<file path="src/rtl/core/ptt_pkg.sv">
package ptt_pkg;

  localparam int NUM_TIMERS = 16;
  localparam int IDX_W      = (NUM_TIMERS > 1) ? $clog2(NUM_TIMERS) : 1;
  localparam int CNT_W      = $clog2(NUM_TIMERS + 1);

  // operation codes
  localparam logic [1:0] FN_CREATE = 2'd0;
  localparam logic [1:0] FN_DELETE = 2'd1;
  localparam logic [1:0] FN_POLL   = 2'd2;
  // the one code that names no operation
  localparam logic [1:0] FN_UNUSED = 2'd3;

  // status codes
  localparam logic [1:0] ST_OK        = 2'd0;
  localparam logic [1:0] ST_FULL      = 2'd1;
  localparam logic [1:0] ST_NOT_FOUND = 2'd2;
  localparam logic [1:0] ST_NONE      = 2'd3;

  typedef struct packed {
    logic [1:0]  func;
    logic [15:0] timer_id;
    logic [31:0] period_us;
    logic [31:0] user_tag;
    logic [31:0] now_us;
  } req_t;

  typedef struct packed {
    logic [1:0]  status;
    logic [15:0] expired_id;
    logic [31:0] expired_period_us;
    logic [31:0] expired_tag;
  } res_t;

  // one slot record as held in the slot memory
  typedef struct packed {
    logic [15:0] id;
    logic [31:0] period;
    logic [31:0] start;
    logic [31:0] tag;
  } slot_t;

endpackage

</file>
<file path="src/rtl/core/ptt_if.sv">
interface ptt_req_if;
  logic        valid;
  logic        ready;
  logic [1:0]  func;
  logic [15:0] timer_id;
  logic [31:0] period_us;
  logic [31:0] user_tag;
  logic [31:0] now_us;

  modport source (output valid, func, timer_id, period_us, user_tag, now_us, input ready);
  modport sink   (input valid, func, timer_id, period_us, user_tag, now_us, output ready);
endinterface

interface ptt_rsp_if;
  logic        valid;
  logic        ready;
  logic [1:0]  status;
  logic [15:0] expired_id;
  logic [31:0] expired_period_us;
  logic [31:0] expired_tag;

  modport source (output valid, status, expired_id, expired_period_us, expired_tag,
                  input ready);
  modport sink   (input valid, status, expired_id, expired_period_us, expired_tag,
                  output ready);
endinterface

</file>
<file path="src/rtl/core/periodic_timer_table.sv">
// Result: for an unused code or a create on a full table the result word is decided before
//   any slot is read, else when slot k decides it; either way it then enters the output register.
// Throughput: one request per scan, which steps through the single read port of the slot
//   memory, one slot record a cycle; no new request is taken while a result is held.
// Reset (rst_n, synchronous, active low): valid marks, active count and margin clear at
//   once; slot records stay undefined until written, with no clearing pass.
module periodic_timer_table (
  input  logic        clk,
  input  logic        rst_n,
  ptt_req_if.sink     in_req,
  ptt_rsp_if.source   out_rsp,
  input  logic        cfg_we,
  input  logic [15:0] cfg_wdata
);
  logic [15:0]   margin_r;
  logic          out_valid_r;
  ptt_pkg::res_t out_r;
  ptt_pkg::req_t req;
  ptt_pkg::res_t res;
  logic          res_valid, res_ready;

  // margin register
  always_ff @(posedge clk) begin
    if (!rst_n) begin
      margin_r <= '0;
    end else if (cfg_we) begin
      margin_r <= cfg_wdata;
    end
  end

  assign req.func      = in_req.func;
  assign req.timer_id  = in_req.timer_id;
  assign req.period_us = in_req.period_us;
  assign req.user_tag  = in_req.user_tag;
  assign req.now_us    = in_req.now_us;

  ptt_ctrl u_ctrl (
    .clk       (clk),
    .rst_n     (rst_n),
    .req_valid (in_req.valid),
    .req_ready (in_req.ready),
    .req       (req),
    .margin    (margin_r),
    .res_valid (res_valid),
    .res_ready (res_ready),
    .res       (res)
  );

  // output register: take a new word once the held one is gone
  assign res_ready = !out_valid_r || out_rsp.ready;

  always_ff @(posedge clk) begin
    if (!rst_n) begin
      out_valid_r <= 1'b0;
    end else if (res_ready) begin
      out_valid_r <= res_valid;
    end
    if (res_ready && res_valid) begin
      out_r <= res;
    end
  end

  assign out_rsp.valid             = out_valid_r;
  assign out_rsp.status            = out_r.status;
  assign out_rsp.expired_id        = out_r.expired_id;
  assign out_rsp.expired_period_us = out_r.expired_period_us;
  assign out_rsp.expired_tag       = out_r.expired_tag;
endmodule

</file>
<file path="src/rtl/core/ptt_ram.sv">
module ptt_ram #(
  parameter int WIDTH = 8,
  parameter int DEPTH = 16
) (
  input  logic                                         clk,
  input  logic                                         we,
  input  logic [((DEPTH > 1) ? $clog2(DEPTH) : 1)-1:0] waddr,
  input  logic [WIDTH-1:0]                             wdata,
  input  logic [((DEPTH > 1) ? $clog2(DEPTH) : 1)-1:0] raddr,
  output logic [WIDTH-1:0]                             rdata
);
  logic [WIDTH-1:0] mem [DEPTH];

  // write port and registered read port
  always_ff @(posedge clk) begin
    if (we) begin
      mem[waddr] <= wdata;
    end
    rdata <= mem[raddr];
  end
endmodule

</file>
<file path="src/rtl/core/ptt_ctrl.sv">
module ptt_ctrl (
  input  logic          clk,
  input  logic          rst_n,
  input  logic          req_valid,
  output logic          req_ready,
  input  ptt_pkg::req_t req,
  input  logic [15:0]   margin,
  output logic          res_valid,
  input  logic          res_ready,
  output ptt_pkg::res_t res
);
  localparam logic [1:0] S_IDLE = 2'd0;
  localparam logic [1:0] S_SCAN = 2'd1;
  localparam logic [1:0] S_HOLD = 2'd2;
  localparam logic [ptt_pkg::IDX_W-1:0] LAST_IDX = ptt_pkg::IDX_W'(ptt_pkg::NUM_TIMERS - 1);
  localparam logic [ptt_pkg::CNT_W-1:0] FULL_CNT = ptt_pkg::CNT_W'(ptt_pkg::NUM_TIMERS);

  logic [1:0]                     state_r, state_nxt;
  ptt_pkg::req_t                  req_r, req_nxt;
  ptt_pkg::res_t                  res_r, res_nxt;
  logic [ptt_pkg::IDX_W-1:0]      issue_idx_r, issue_idx_nxt;
  logic                           issue_on_r, issue_on_nxt;
  logic [ptt_pkg::IDX_W-1:0]      e_idx_r, e_idx_nxt;
  logic                           pend_r, pend_nxt;
  logic [ptt_pkg::NUM_TIMERS-1:0] valid_r, valid_nxt;
  logic [ptt_pkg::CNT_W-1:0]      count_r, count_nxt;

  ptt_pkg::slot_t rd_slot, wr_slot;
  logic           ram_we;
  logic           valid_e, hit, early, finish;
  logic [31:0]    elapsed;
  logic [32:0]    reach;
  ptt_pkg::res_t  res_c;

  ptt_ram #(
    .WIDTH ($bits(ptt_pkg::slot_t)),
    .DEPTH (ptt_pkg::NUM_TIMERS)
  ) u_slot_ram (
    .clk   (clk),
    .we    (ram_we),
    .waddr (e_idx_r),
    .wdata (wr_slot),
    .raddr (issue_idx_r),
    .rdata (rd_slot)
  );

  // judge the slot whose record arrived this cycle
  always_comb begin
    valid_e = valid_r[e_idx_r];
    elapsed = req_r.now_us - rd_slot.start;
    // elapsed >= period - margin (saturating) is elapsed + margin >= period
    reach   = {1'b0, elapsed} + {17'b0, margin};
    case (req_r.func)
      ptt_pkg::FN_CREATE: hit = !valid_e;
      ptt_pkg::FN_DELETE: hit = valid_e && (rd_slot.id == req_r.timer_id);
      ptt_pkg::FN_POLL:   hit = valid_e && (reach >= {1'b0, rd_slot.period});
      default:            hit = 1'b0;
    endcase
    early  = (req_r.func == ptt_pkg::FN_UNUSED) ||
             ((req_r.func == ptt_pkg::FN_CREATE) && (count_r == FULL_CNT));
    finish = (state_r == S_SCAN) &&
             (early || (pend_r && (hit || (e_idx_r == LAST_IDX))));
  end

  // form the result word
  always_comb begin
    res_c = '0;
    if (early) begin
      res_c.status = (req_r.func == ptt_pkg::FN_CREATE) ? ptt_pkg::ST_FULL : ptt_pkg::ST_NONE;
    end else if (hit) begin
      res_c.status = ptt_pkg::ST_OK;
      if (req_r.func == ptt_pkg::FN_POLL) begin
        res_c.expired_id        = rd_slot.id;
        res_c.expired_period_us = rd_slot.period;
        res_c.expired_tag       = rd_slot.tag;
      end
    end else begin
      case (req_r.func)
        ptt_pkg::FN_CREATE: res_c.status = ptt_pkg::ST_FULL;
        ptt_pkg::FN_DELETE: res_c.status = ptt_pkg::ST_NOT_FOUND;
        default:            res_c.status = ptt_pkg::ST_NONE;
      endcase
    end
  end

  // write back the chosen slot: new record on create, rearm on poll
  always_comb begin
    ram_we  = finish && !early && hit && (req_r.func != ptt_pkg::FN_DELETE);
    wr_slot = rd_slot;
    if (req_r.func == ptt_pkg::FN_CREATE) begin
      wr_slot.id     = req_r.timer_id;
      wr_slot.period = req_r.period_us;
      wr_slot.tag    = req_r.user_tag;
    end
    wr_slot.start = req_r.now_us;
  end

  assign req_ready = (state_r == S_IDLE);
  assign res_valid = finish || (state_r == S_HOLD);
  assign res       = (state_r == S_HOLD) ? res_r : res_c;

  // sequencer: issue one read a cycle, judge one slot a cycle
  always_comb begin
    state_nxt     = state_r;
    req_nxt       = req_r;
    res_nxt       = res_r;
    issue_idx_nxt = issue_idx_r;
    issue_on_nxt  = issue_on_r;
    e_idx_nxt     = e_idx_r;
    pend_nxt      = pend_r;
    valid_nxt     = valid_r;
    count_nxt     = count_r;
    case (state_r)
      S_IDLE: begin
        if (req_valid) begin
          req_nxt       = req;
          issue_idx_nxt = '0;
          issue_on_nxt  = 1'b1;
          pend_nxt      = 1'b0;
          state_nxt     = S_SCAN;
        end
      end
      S_SCAN: begin
        pend_nxt  = issue_on_r;
        e_idx_nxt = issue_idx_r;
        if (issue_idx_r == LAST_IDX) begin
          issue_on_nxt = 1'b0;
        end else begin
          issue_idx_nxt = issue_idx_r + 1'b1;
        end
        if (finish) begin
          if (!early && hit) begin
            if (req_r.func == ptt_pkg::FN_CREATE) begin
              valid_nxt[e_idx_r] = 1'b1;
              count_nxt          = count_r + 1'b1;
            end else if (req_r.func == ptt_pkg::FN_DELETE) begin
              valid_nxt[e_idx_r] = 1'b0;
              count_nxt          = count_r - 1'b1;
            end
          end
          res_nxt   = res_c;
          state_nxt = res_ready ? S_IDLE : S_HOLD;
        end
      end
      S_HOLD: begin
        if (res_ready) begin
          state_nxt = S_IDLE;
        end
      end
      default: state_nxt = S_IDLE;
    endcase
  end

  always_ff @(posedge clk) begin
    if (!rst_n) begin
      state_r    <= S_IDLE;
      issue_on_r <= 1'b0;
      pend_r     <= 1'b0;
      valid_r    <= '0;
      count_r    <= '0;
    end else begin
      state_r    <= state_nxt;
      issue_on_r <= issue_on_nxt;
      pend_r     <= pend_nxt;
      valid_r    <= valid_nxt;
      count_r    <= count_nxt;
    end
    req_r       <= req_nxt;
    res_r       <= res_nxt;
    issue_idx_r <= issue_idx_nxt;
    e_idx_r     <= e_idx_nxt;
  end
endmodule

</file>
<file path="src/flat_wrapper.sv">
// flat-port wrapper written by rule: the top's interface ports become plain ports
module periodic_timer_table_flat 
  (clk, rst_n, cfg_we, cfg_wdata, in_req_valid, in_req_func, in_req_timer_id, in_req_period_us, in_req_user_tag, in_req_now_us, in_req_ready, out_rsp_valid, out_rsp_status, out_rsp_expired_id, out_rsp_expired_period_us, out_rsp_expired_tag, out_rsp_ready);
  ptt_req_if in_req_i ();
  ptt_rsp_if out_rsp_i ();
  input  logic clk;
  input  logic rst_n;
  input  logic cfg_we;
  input  logic [15:0] cfg_wdata;
  input wire logic [$bits(in_req_i.valid)-1:0] in_req_valid;
  input wire logic [$bits(in_req_i.func)-1:0] in_req_func;
  input wire logic [$bits(in_req_i.timer_id)-1:0] in_req_timer_id;
  input wire logic [$bits(in_req_i.period_us)-1:0] in_req_period_us;
  input wire logic [$bits(in_req_i.user_tag)-1:0] in_req_user_tag;
  input wire logic [$bits(in_req_i.now_us)-1:0] in_req_now_us;
  output wire logic [$bits(in_req_i.ready)-1:0] in_req_ready;
  output wire logic [$bits(out_rsp_i.valid)-1:0] out_rsp_valid;
  output wire logic [$bits(out_rsp_i.status)-1:0] out_rsp_status;
  output wire logic [$bits(out_rsp_i.expired_id)-1:0] out_rsp_expired_id;
  output wire logic [$bits(out_rsp_i.expired_period_us)-1:0] out_rsp_expired_period_us;
  output wire logic [$bits(out_rsp_i.expired_tag)-1:0] out_rsp_expired_tag;
  input wire logic [$bits(out_rsp_i.ready)-1:0] out_rsp_ready;
  assign in_req_i.valid = in_req_valid;
  assign in_req_i.func = in_req_func;
  assign in_req_i.timer_id = in_req_timer_id;
  assign in_req_i.period_us = in_req_period_us;
  assign in_req_i.user_tag = in_req_user_tag;
  assign in_req_i.now_us = in_req_now_us;
  assign in_req_ready = in_req_i.ready;
  assign out_rsp_valid = out_rsp_i.valid;
  assign out_rsp_status = out_rsp_i.status;
  assign out_rsp_expired_id = out_rsp_i.expired_id;
  assign out_rsp_expired_period_us = out_rsp_i.expired_period_us;
  assign out_rsp_expired_tag = out_rsp_i.expired_tag;
  assign out_rsp_i.ready = out_rsp_ready;
  periodic_timer_table u_core (.clk(clk), .rst_n(rst_n), .in_req(in_req_i), .out_rsp(out_rsp_i), .cfg_we(cfg_we), .cfg_wdata(cfg_wdata));
endmodule
</file>
<file path="config.mk">
export PLATFORM = sky130hd
export DESIGN_NAME = periodic_timer_table_flat
export DESIGN_NICKNAME = d
export VERILOG_FILES = /design/src/rtl/core/ptt_pkg.sv /design/src/rtl/core/ptt_if.sv /design/src/rtl/core/periodic_timer_table.sv /design/src/rtl/core/ptt_ram.sv /design/src/rtl/core/ptt_ctrl.sv /design/src/flat_wrapper.sv
export SDC_FILE = /design/constraint.sdc
export NUM_CORES = 2
export LEC_CHECK = 0
export ABC_AREA = 0
export BUFFER_PORTS_ARGS = -buffer_cell sky130_fd_sc_hd__buf_2
export CORE_MARGIN = 8
export CORE_UTILIZATION = 56
export DETAILED_ROUTE_END_ITERATION = 16
export GPL_TIMING_DRIVEN = 1
export PLACE_DENSITY = 0.82
export SLEW_MARGIN = 10
export SYNTH_ARGS = -nofsm -noshare
export SYNTH_HDL_FRONTEND = slang
export SYNTH_HIERARCHICAL = 1
export SYNTH_SLANG_ARGS = --single-unit
</file>
<file path="constraint.sdc">
create_clock -name clk -period 14.72 [get_ports clk]
set_input_delay 2.208 -clock clk [delete_from_list [all_inputs] [get_ports clk]]
set_output_delay 2.208 -clock clk [all_outputs]
set_load 0.01 [all_outputs]
</file>
### Yosys cells after proc, flatten, opt, wreduce, memory -nomap -nowiden

Memory sizes are Yosys's and may differ from the RTL's. A register that Yosys moved wholly into a read port is not among the register bits.
Index checks and enable logic that the tools add are counted.

* $add $sub $neg: 5
* multipliers: 0
* div/mod/pow operators: 0
* $lt $le $gt $ge: 3
* eq/ne operators: 15
* shift-type cells: 0
* multiplexer cells: 34
* bitwise gates (word level): 3
* reduce and logical (&&, ||, !) cells: 30

Operator list (number)
* $mux 80: 3
* $mux 82: 1
* $mux 48: 1
* $add 32x16->33: 1
* $ge 33x32->1: 1
* $mux 16: 2
* $mux 32: 1
* $sub 32x32->32: 1
* $and 16x16->16: 1
* $eq 16x16->1: 1
* $not 16->16: 1
* $or 16x16->16: 1
* $mux 2: 7
* $logic_and 1x1->1: 11
* $mux 5: 2
* $reduce_and 3->1: 3
* $eq 4x4->1 const B: 2
* $mux 4: 2
* $pmux 4 s2: 1
* $mux 1: 7
* $eq 2x2->1 const B: 3
* $ne 2x1->1 const B: 3
* $ne 2x2->1 const B: 3
* $pmux 2 s3: 1
* other kinds (18): 30

* register bits: 328
* latch bits: 0
* memory bits (writable): 1792
* memory bits (read-only): 0
* output and inout bits: 84
* logic and storage cells: 113
* memories kept: 1

Memory list
* u_core.u_ctrl.u_slot_ram.mem: words 16, bits a word 112, read ports 1, clocked after Yosys merged registers in 1, wr ports 1, line ptt_ram.sv:12 `logic [WIDTH-1:0] mem [DEPTH];`

### Depth between registers and ports, before layout

* depth after elaboration: 14
* mapped depth: 32

### By module

Netlist, hierarchy kept.

Modules (own cells, without submodules)
* ptt_ram: times used 1, cells each 2864, area an instance 69168.8 um^2, seq. area each 56053.8 um^2
* ptt_ctrl: times used 1, cells each 1300, area an instance 14400.1 um^2, seq. area each 6626.4 um^2
* periodic_timer_table: times used 1, cells each 138, area an instance 3121.7 um^2, seq. area each 2802.7 um^2

### Worst setup path before layout

No wires, ideal clock.

* kind: flip-flop to flip-flop
* start: reg u_core/u_ctrl/req_r[0] (netlist bit)
* end: mem u_core/u_ctrl/u_slot_ram/mem[0][0] (netlist bit) (enable)
* arrival: 14.115 ns
* required time: 14.000 ns
* slack: -0.115 ns
* stages on the path, launching flop included: 33
* path buffers: 1
* cell sequence: edfxtp_1 -> inv_1 -> ha_1 -> fa_1 -> nor2b_1 -> o2111ai_1 -> a21oi_1 -> nor2b_1 -> xnor2_1 -> ha_1 -> and4_1 -> a211oi_1 -> o21ai_0 -> o311a_1 -> o221a_2 -> o21a_1 -> o21ai_0 -> or4_1 -> nor3_1 -> xnor2_1 -> ha_1 -> nand3_1 -> nor2_1 -> nand4_1 -> o211ai_1 -> a2111oi_0 -> o21ai_0 -> and2_1 -> nor2_1 -> buf_2 -> nor3_1 -> or3b_2 -> nor3_1

* word-level cells in the longest chain between the ends: 14

RTL lines
* from (decl): line ptt_ctrl.sv:19 `ptt_pkg::req_t req_r, req_nxt;`
* from (signal assigned): line ptt_ctrl.sv:168 `req_r <= req_nxt;`
* $sub 32x32->32 (*): line ptt_ctrl.sv:50 `elapsed = req_r.now_us - rd_slot.start;`
* $add 32x16->33 (*): line ptt_ctrl.sv:52 `reach = {1'b0, elapsed} + {17'b0, margin};`
* $ge 33x32->1 (*): line ptt_ctrl.sv:56 `ptt_pkg::FN_POLL: hit = valid_e && (reach >= {1'b0, rd_slot.period});`
* $logic_and 1x1->1 (*): line ptt_ctrl.sv:56
* $pmux 1 s3 (*): line ptt_ctrl.sv:53 `case (req_r.func)`
* $logic_or 1x1->1: line ptt_ctrl.sv:62 `(early || (pend_r && (hit || (e_idx_r == LAST_IDX))));`
* $logic_and 1x1->1: line ptt_ctrl.sv:62
* $logic_or 1x1->1: line ptt_ctrl.sv:62
* $logic_and 1x1->1: line ptt_ctrl.sv:61 `finish = (state_r == S_SCAN) &&`
* $logic_and 1x1->1: line ptt_ctrl.sv:88 `ram_we = finish && !early && hit && (req_r.func != ptt_pkg::FN_DELETE);`
* $logic_and 1x1->1 (*) (2 in a row): line ptt_ctrl.sv:88
* via u_core.u_ctrl.ram_we: line ptt_ctrl.sv:29 `logic ram_we;`
* $mux 1 (*): line ptt_ram.sv:16 `if (we) begin`
* $mux 1 (not written as such) (*): line ptt_ram.sv:17 `mem[waddr] <= wdata;`
* to (decl): line ptt_ram.sv:12

Mark *: on every way through the listed nets, which the timed path passes. The rest lies on a longest branch.

### Final worst setup path

* start: reg u_core/u_ctrl/req_r[0] (netlist bit)
* end: mem u_core/u_ctrl/u_slot_ram/mem[2][34] (netlist bit) (enable)

Same word-level chain as after synthesis.

==> impl_metrics.tcl <==
set metrics [dict create \
    syn_to_final_growth_pct 12.09 \
    cp.required_ns 15.19 \
    firstDrtPassIters 6 \
    multi_input_area_um2 19980 \
    post_cts_buffers 0 \
    cpPeakStageDelay_ns 0.79 \
    cp-start-kind "flip-flop" \
    maxCapViolations 0 \
    slew_headroom_pct 8.189 \
    start_util_pct 56.34 \
    vias 45590 \
    route.met2.wl_mm 107.0 \
    grt_max_degree 138 \
    cts_tree "done" \
    finalPower_mw 14.63 \
    critPathCaptureType "flip-flop" \
    drt-met1-wl_mm 78.78 \
    clk_pin_slew_worst_paths_ns 0.07 \
    antenna_found_initial 5 \
    worst_hold_path_type "reg2reg" \
    numPortBuffers 218 \
    die_h_um 409.5 \
    min_period_ns 9.797 \
    synth-main-ff-cell "edfxtp_1" \
    layout.cells.non_filler 6834 \
    cts_buffers 207 \
    synth_cells 4302 \
    dieArea_um2 167600 \
    routed_wl_mm 218.9 \
    async_flop_share_pct 0 \
    yosys_warnings 6 \
    peakVddDrop_mv 0.1366 \
    pin_count 219 \
    synth_nets 4528 \
    report.final.setup_viol 0 \
    clk_latency_ns 0.87 \
    synth_cell_type_count 78 \
    ant_nets 0 \
    grt_usage_pct 25.52 \
    worst_r2r_path_depth 33 \
    routed-wl-met3_mm 24.64 \
    htree_levels 4 \
    timing.final.crit_share_pct 66.55 \
    status "complete, no violations" \
    dp.final_hpwl_mm 111.3 \
    critPathArrivalTime_ns 10.26 \
    core_um2 153900 \
    synth_top_area_share_pct 71.98 \
    fillerInstances 9686 \
    rsz0062_at_grt "no" \
    avgRoutedWirePerCell_um 32.03 \
    worst_clock_skew_ns 0.08178 \
    die_width_um 409.5 \
    final_area_um2 97170 \
    dp.cells 6435 \
    min_path_cells 2 \
    first_iter_violations 6748 \
    syn_area_per_cell_um2 20.15 \
    hold_viol_final 0 \
    clock_sinks 2232 \
    worst_pin_slew_ns 1.377 \
    yosysSeqAreaShare_pct 75.54 \
    path_class "reg2reg" \
    p_leak_nw 31.64 \
    highest_layer "met5" \
    overflow 0 \
    ys_ff_latch 2232 \
    r2r_start "u_core/u_ctrl/req_r[0]" \
    powerDensity_nw_per_um2 150.5 \
    fmax_mhz 102.1 \
    place_area_um2 90180 \
    postCtsResizedCells 0 \
    drive_gt1_share_pct 26.62 \
    drcViolationCount 0 \
    synth_edf_count 2078 \
    critPathMaxFanout 52 \
    rr_endpoint "u_core/u_ctrl/u_slot_ram/mem[2][34]" \
    yosysTopAreaCell "edfxtp_1" \
    root_buffer "clkbuf_16" \
    tns_ns 0 \
    grt_pass1_wl_mm 317.5 \
    via_per_inst 6.671 \
    clockBufferDepth 3 \
    syn_area_um2 86690 \
    report.final.slew_viol_count 0 \
    place_congestion 0.8834 \
    ys_top_cells_by_area "edfxtp_1 72%, mux4_2 12%, dfxtp_1 3.6%" \
    rrSetupSlack_ns 4.92 \
    rows 144 \
    slowest_stage "buf_4" \
    startpoint "u_core/u_ctrl/req_r[0]" \
    grt_pass1_vias 47040 \
    crit_path_end "u_core/u_ctrl/u_slot_ram/mem[2][34]" \
    hold_buffers 0 \
    seq_area_um2 65480 \
    nets 4829 \
]
## sequential cells by signal (all words and copies together), names as in the netlist, named ones only
| name | count |
|---|---|
| u_core/out_rsp.status | 2 |
| u_core/u_ctrl/pend_r | 1 |
| u_core/u_ctrl/req_r | 114 |
| u_core/u_ctrl/u_slot_ram/rdata | 112 |
| u_core/out_rsp.expired_period_us | 32 |
| u_core/out_rsp.expired_id | 16 |
| u_core/u_ctrl/e_idx_r | 4 |
| u_core/margin_r | 16 |
| u_core/u_ctrl/res_r | 82 |
| u_core/u_ctrl/state_r | 2 |
| u_core/u_ctrl/issue_idx_r | 4 |
| u_core/u_ctrl/u_slot_ram/mem | 1792 |
| u_core/u_ctrl/count_r | 5 |
| u_core/out_rsp.expired_tag | 32 |
| u_core/out_rsp.valid | 1 |
| u_core/u_ctrl/issue_on_r | 1 |
## worst min-delay path by stage
stage | startpoint | to | slack [ns]
6_report | flip-flop | flip-flop | 0.46
3_3_place_gp | flip-flop | flip-flop | 0.44
4_1_cts | flip-flop | flip-flop | 0.46
2_1_floorplan | flip-flop | flip-flop | 0.43
3_5_place_dp | flip-flop | flip-flop | 0.45
5_1_grt | flip-flop | flip-flop | 0.48
## cell usage in the layout (no fill, tap or decap), types with 59 or more instances in the layout
cell type / instances
and2_1: 59
ha_1: 87
buf_4: 76
nand2_1: 201
mux2_2: 126
inv_1: 87
clkbuf_16: 208
a22oi_1: 225
buf_2: 218
dfxtp_1: 154
edfxtp_1: 2078
mux4_2: 453
## cell type report
| cell class | count | share of cell area, % |
|---|---|---|
| sequential | 2232 | 67.39 |
| multi-input combinational | 1769 | 20.56 |
| clock buffer | 277 | 5.809 |
| tap | 2044 | 2.632 |
| timing repair buffer | 304 | 1.916 |
| clock inverter | 118 | 1.334 |
| inverter | 89 | 0.3515 |
| antenna | 1 | 0.002575 |
## metrics by stage
stage	utilization [%]	hold slack (ns)	setup slack (ns)
finish	63.15	0.4571	4.924
global route	63.15	0.4841	4.322
CTS	63.12	0.4579	5.026
detailed placement	58.61	0.4492	5.112
global placement	58.61	0.4427	5.223
floorplan	-	0.4315	0.2038
## cell usage after synthesis, types with 7 or more instances
cell      count
xnor2_1      41
nor3_2       28
o41ai_1      11
a22oi_1     225
nand3_1      12
mux2_2      126
and2_1       61
a21o_1       25
edfxtp_1   2078
xor2_1       30
or3_1        10
o311ai_1      9
a31oi_1       9
buf_4        34
dfxtp_1     154
a211oi_1      9
nor4_1        7
nand2_1     202
nand2b_1     21
mux2i_1      27
nor2b_1      29
mux4_2      453
buf_1        46
o21ai_0      71
inv_1        89
ha_1         88
nor2_1       71
a21oi_1      51
nor3_1       20
buf_2        29
clkbuf_1     88
o21a_1       13
buf_6        14
o211ai_1      9
nand4_1      21
## worst max-delay path, delay by kind of cell (launching register included)
kind            cells  cell delay, ns
flops               1            0.68
xor+xnor            2            0.26
compound gates     11            2.59
fa+ha+maj           4            1.36
simple gates       13            2.68
buf+inv             3            1.66
## power breakdown
part | internal (mW) | switching (mW) | total, mW | leakage, nW
clock | 3.01 | 2.43 | 5.44 | 3.36
combinational | 0.690 | 1.16 | 1.85 | 8.32
sequential | 7.24 | 0.102 | 7.34 | 20.0
## kinds of logic (layout without fill, tap and decap cells)
| family | count (synthesis) | after routing | share of synthesized area, % |
|---|---|---|---|
| DFF | 2232 | 2232 | 75.54 |
| muxes | 611 | 611 | 13.78 |
| and+or+nand+nor | 511 | 511 | 3.066 |
| AOI/OAI and AO/OA | 485 | 485 | 3.927 |
| buffers and inverters | 301 | 788 | 1.632 |
| adders and majority gates | 91 | 91 | 1.339 |
| xor gates and xnor gates | 71 | 71 | 0.7173 |
| other | 0 | 1 | 0 |
## per-layer routing
metal,vias up,global-route usage (%)
met4,4,9.253
met2,3388,41.74
met3,522,5.461
met1,23490,34.22
met5,-,0
li1,18190,-
Note: power is estimated with default switching activity, not from simulation.
